<file path="config.mk">
export PLATFORM = sky130hd
export DESIGN_NAME = gat_ctrl
export DESIGN_NICKNAME = d
export VERILOG_FILES = /design/src/rtl/core/gat_pkg.sv /design/src/rtl/core/gat_ctrl.sv
export SDC_FILE = /design/constraint.sdc
export NUM_CORES = 1
export LEC_CHECK = 0
export ABC_CLOCK_PERIOD_IN_PS = 1600
export BUFFER_PORTS_ARGS = -buffer_cell sky130_fd_sc_hd__clkbuf_2
export CAP_MARGIN = 20
export CORE_AREA = 2 2 39 41
export DETAILED_ROUTE_END_ITERATION = 10
export DIE_AREA = 0 0 41 43
export PLACE_DENSITY = 0.39
export RECOVER_POWER = 25
export SYNTH_ARGS = -nofsm -noshare
export SYNTH_HDL_FRONTEND = slang
export SYNTH_SLANG_ARGS = --single-unit
</file>
<file path="constraint.sdc">
create_clock -name clk_i -period 1.6 [get_ports clk_i]
set_input_delay 0.32 -clock clk_i [delete_from_list [all_inputs] [get_ports clk_i]]
set_output_delay 0.32 -clock clk_i [all_outputs]
set_load 0.01 [all_outputs]
</file>
<file path="src/rtl/core/gat_pkg.sv">
// Shared types, codes and constants of the group aggregate table.
package gat_pkg;

  localparam int MaxGroups  = 1024;
  localparam int TableDepth = 1024;
  localparam int Capacity   = (MaxGroups < TableDepth) ? MaxGroups : TableDepth;
  localparam int IdxW       = 10;
  localparam int GcW        = 11;
  localparam int AccW       = 64;
  localparam int CntW       = 32;
  localparam int ValW       = 32;
  localparam int FracW      = 16;
  localparam int DvdW       = AccW + FracW;
  localparam int DivCntW    = 7;

  typedef enum logic [2:0] {
    KindCount = 3'd0,
    KindSum   = 3'd1,
    KindAvg   = 3'd2,
    KindMin   = 3'd3,
    KindMax   = 3'd4
  } agg_kind_e;

  typedef enum logic [1:0] {
    ReqAdd    = 2'd0,
    ReqUpdate = 2'd1,
    ReqRead   = 2'd2,
    ReqNone   = 2'd3
  } req_e;

  typedef enum logic [1:0] {
    StOk      = 2'd0,
    StFull    = 2'd1,
    StUnknown = 2'd2
  } status_e;

  typedef enum logic [2:0] {
    StIdle,
    StExec,
    StDiv,
    StFin,
    StResp
  } state_e;

  typedef struct packed {
    logic rd;
    logic exec;
    logic div_step;
    logic div_fin;
    logic load_out;
  } gat_cmd_t;

  typedef struct packed {
    logic avg_div;
    logic div_last;
    logic out_free;
  } gat_sts_t;

  // Codes 5 to 7 fold to count
  function automatic agg_kind_e kind_decode(input logic [2:0] raw);
    agg_kind_e k;
    k = KindCount;
    if (raw == KindSum) k = KindSum;
    if (raw == KindAvg) k = KindAvg;
    if (raw == KindMin) k = KindMin;
    if (raw == KindMax) k = KindMax;
    return k;
  endfunction

endpackage

</file>
<file path="src/rtl/core/gat_ctrl.sv">
// Controller state machine of the group aggregate table.
module gat_ctrl (
  input  logic              clk_i,
  input  logic              rst_ni,
  input  logic              in_valid_i,
  output logic              in_ready_o,
  input  gat_pkg::gat_sts_t sts_i,
  output gat_pkg::gat_cmd_t cmd_o
);
  import gat_pkg::*;

  state_e state_q, state_d;

  always_ff @(posedge clk_i or negedge rst_ni) begin
    if (!rst_ni) begin
      state_q <= StIdle;
    end else begin
      state_q <= state_d;
    end
  end

  always_comb begin
    state_d    = state_q;
    cmd_o      = '0;
    in_ready_o = 1'b0;
    unique case (state_q)
      StIdle: begin
        in_ready_o = 1'b1;
        if (in_valid_i) begin
          cmd_o.rd = 1'b1;
          state_d  = StExec;
        end
      end
      StExec: begin
        cmd_o.exec = 1'b1;
        state_d    = sts_i.avg_div ? StDiv : StResp;
      end
      StDiv: begin
        cmd_o.div_step = 1'b1;
        if (sts_i.div_last) begin
          state_d = StFin;
        end
      end
      StFin: begin
        cmd_o.div_fin = 1'b1;
        state_d       = StResp;
      end
      StResp: begin
        if (sts_i.out_free) begin
          cmd_o.load_out = 1'b1;
          state_d        = StIdle;
        end
      end
      default: state_d = StIdle;
    endcase
  end

`ifndef ASSERT_OFF
  a_accept_exec: assert property (@(posedge clk_i) disable iff (!rst_ni)
    (in_valid_i && in_ready_o) |=> (state_q == StExec))
    else $error("accepted transaction did not move to execute");
  a_exec_once: assert property (@(posedge clk_i) disable iff (!rst_ni)
    (state_q == StExec) |=> (state_q == StDiv || state_q == StResp))
    else $error("execute held for more than one cycle");
  a_div_end: assert property (@(posedge clk_i) disable iff (!rst_ni)
    (state_q == StDiv && sts_i.div_last) |=> (state_q == StFin))
    else $error("divider end missed");
`endif
endmodule

</file>
==> results by group <==
Pwr
  – Clock group share of total power: 0.240
  – Switch share: 0.410
  – Reg power frac: 0.341
  – Logic gate share of total power: 0.419
  – Max rail drop VDD: ~0.00060 V
  – Internal cell power: roughly 330 µW
  – Lkg Pwr: 0.136 nW
  – Psw: roughly 230 µW
  – Pwr dens: approximately 1900 mW/mm²
  – Pwr Total: 554 µW

Drt
  – First drt pass iteration count: 2
  – Iteration-0 DRC Markers: 2
  – Residual DRC: 0
  – Routed Wire Length: 460 µm
  – Vias per std cell: a little under 4
  – Avg WL per Cell: 9.39 µm
  – DR vias: 194
  – Post-route ant nets: 0

Timing
  – Final slew viol count: 0
  – RSZ-0062 raised after global routing: false
  – Setup Skew: 0.000373 ns
  – Final Hold Violating Endpoints: 0
  – Final setup violation count: 0
  – Fin crit share: 0.949
  – Setup_tns: 0 ns
  – Slew @ Worst Pin: between 0.2 and 0.3 ns
  – Achievable clock frequency: 658 MHz
  – Max-slew headroom: 0.816
  – Post-route worst setup slack: approximately 0.08 ns
  – Clock period minus worst slack: 1.52 ns

Layout
  – Diode count: 0
  – Layout cells sized above 1: 0.485
  – P&R area growth vs syn: 61.0%
  – Max reg flops: 3
  – Post-layout nets: 40
  – Largest registers: state_q x3
  – Biggest register: state_q

Setup path
  – Critical path required time: 1.28 ns
  – Worst flop-to-flop path startpoint: state_q[1]
  – Kind of critical path: register to primary output
  – Crit-path cells: nor3b_1, clkbuf_2
  – CP max stage delay: 0.49 ns
  – CP max FO: 8
  – R2R cell count: 2
  – R2R Setup Slk: 0.44 ns
  – Slowest CP cell: dfrtp_1
  – Crit path DAT: between 1 and 1.5 ns
  – Crit path launch: state_q[1]
  – Critical Path End Type: primary output
  – Nature of the critical path startpoint: register
  – Reg2Reg Capture Point: state_q[2]

Die
  – Core area: approximately 0.0014 mm²
  – Top Ports: 12
  – Row cnt: 14
  – Initial core utilization: 0.132
  – Die W: just over 40 µm
  – Die H: around 43 µm
  – Die ar.: approximately 0.0018 mm²

Placed design
  – Worst slack at placement: approximately 0.23 ns
  – I/O Buffers: 11
  – Placer Congestion: around 0.64

Synthesis
  – Post-synth design cell area: 183 µm²
  – #FFs+latches synth: 3
  – Syn nets: 24
  – Synthesized area per cell: between 10 and 15 µm²
  – Post-Synthesis Cells: 18
  – Yosys warnings: 0
  – Library cells used by synthesis: 14
  – Sequential-to-total area share from yosys stat: 0.411

Clocking
  – Clock-pin transition on the worst setup and hold timing paths: ~0.04 ns
  – CTS tree: built
  – Clock buffer depth: 2
  – Total CTS buffers: 3
  – Clock sink count: 3
  – Post-CTS setup buffers: 0
  – Worst-Skew Late Latency: 0.23 ns
  – CTS Root Cell: clkbuf_4
  – Htree depth: 1

Global route
  – Total track usage: 0.0665
  – Gr ovfl total: 0
  – First-pass GRT wire length: 696 µm
  – Vias in the first global route: 157
  – Antenna violations before repair: 0
  – Largest net degree at the start of global routing: 10

Worst hold path
  – Min-Delay Endpoint: state_q[2]
  – Worst hold stages: 3
  – Worst hold path type: primary input to register
  – Min-Delay Startpoint: sts_i[0]

Outcome
  – Outcome: complete, no violations

Job
  – Maxcap violations: 0
==> through the flow <==
step,util,area (µm²),instances,hold WS [ns]
global route,0.212,294,49,0.356
finish,0.212,294,49,0.351
floorplan,-,183,18,0.0244
detailed placement,0.178,246,44,0.118
CTS,0.205,284,49,0.348
global placement,0.178,246,44,0.118
==> per-layer routing <==
layer	routed length [µm]	vias to the layer above	GRT usage
li1	-	96	-
met2	164	14	0.0625
met3	78	2	0.0471
met1	202	82	0.0814
met5	0	-	0
met4	15	0	0.0800
==> layout by cell type (no fill, tap or decap), drive strengths merged <==
cell,synthesis,layout
o21ai,1,1
dlygate4sd3,0,1
and3,1,1
nor4b,1,1
nand2b,1,1
nor3b,2,2
nor3,2,2
clkbuf,0,15
nor2b,1,1
inv,1,1
and2,1,1
mux2i,1,1
dfrtp,3,3
or4b,1,1
a31o,1,1
==> kinds of logic (layout without fill, tap and decap cells) <==
kind of cell | count (synthesis) | after routing | synth area share
buffers and inverters | 2 | 17 | 0.0822
AO/OA/AOI/OAI | 2 | 2 | 0.0753
flip-flops | 3 | 3 | 0.411
multiplexers | 1 | 1 | 0.0548
AND/OR/NAND/NOR | 10 | 10 | 0.377
==> synthesized netlist by cell type, drive strengths merged <==
cell type,number,area [µm²]
dfrtp,3,75.1
and3,1,6.26
and2,1,6.26
nand2b,1,6.26
or4b,1,10.0
nor3,2,10.0
a31o,1,8.76
mux2i,1,10.0
buf,1,11.3
nor3b,2,15.0
inv,1,3.75
nor4b,1,8.76
o21ai,1,5.00
nor2b,1,6.26
==> worst max-delay path, delay by kind of cell (launching register included) <==
family / cells / cell delay, ns
buffers and inverters: 1 / 0.19
DFF: 1 / 0.49
and+or+nand+nor: 1 / 0.29
==> timing repair <==
item                                    CTS  global route
hold endpoints to repair                  3             0
resized for setup                         1             2
gates cloned                              0             0
hold buffers                              1             0
endpoints found under the setup margin    1             2
==> power groups by stage <==
| stage | clock (mW) | sequential, mW | combinational (mW) |
|---|---|---|---|
| 3_3_place_gp | 0 | 0.177 | 0.222 |
| 4_1_cts | 0.140 | 0.181 | 0.223 |
| 6_report | 0.133 | 0.189 | 0.232 |
| 5_1_grt | 0.150 | 0.195 | 0.256 |
| 3_5_place_dp | 0 | 0.179 | 0.219 |
| 2_1_floorplan | 0 | 0.151 | 0.168 |
==> worst max path at each step <==
stage                    end  slack (ns)
global route        cmd_o[2]       0.003
CTS                 cmd_o[4]        0.03
finish              cmd_o[2]        0.08
floorplan           cmd_o[4]        0.24
global placement    cmd_o[0]        0.31
detailed placement  cmd_o[0]        0.23
==> final cells by class <==
| class | count | area (µm²) |
|---|---|---|
| clock buffer | 4 | 26.3 |
| timing repair buffer | 12 | 63.8 |
| sequential | 3 | 76.3 |
| multi-input combinational | 13 | 104 |
| tap | 16 | 20.0 |
| fill | 157 | 1090 |
| inverter | 1 | 3.75 |
Note: power is estimated with default switching activity, not from simulation.
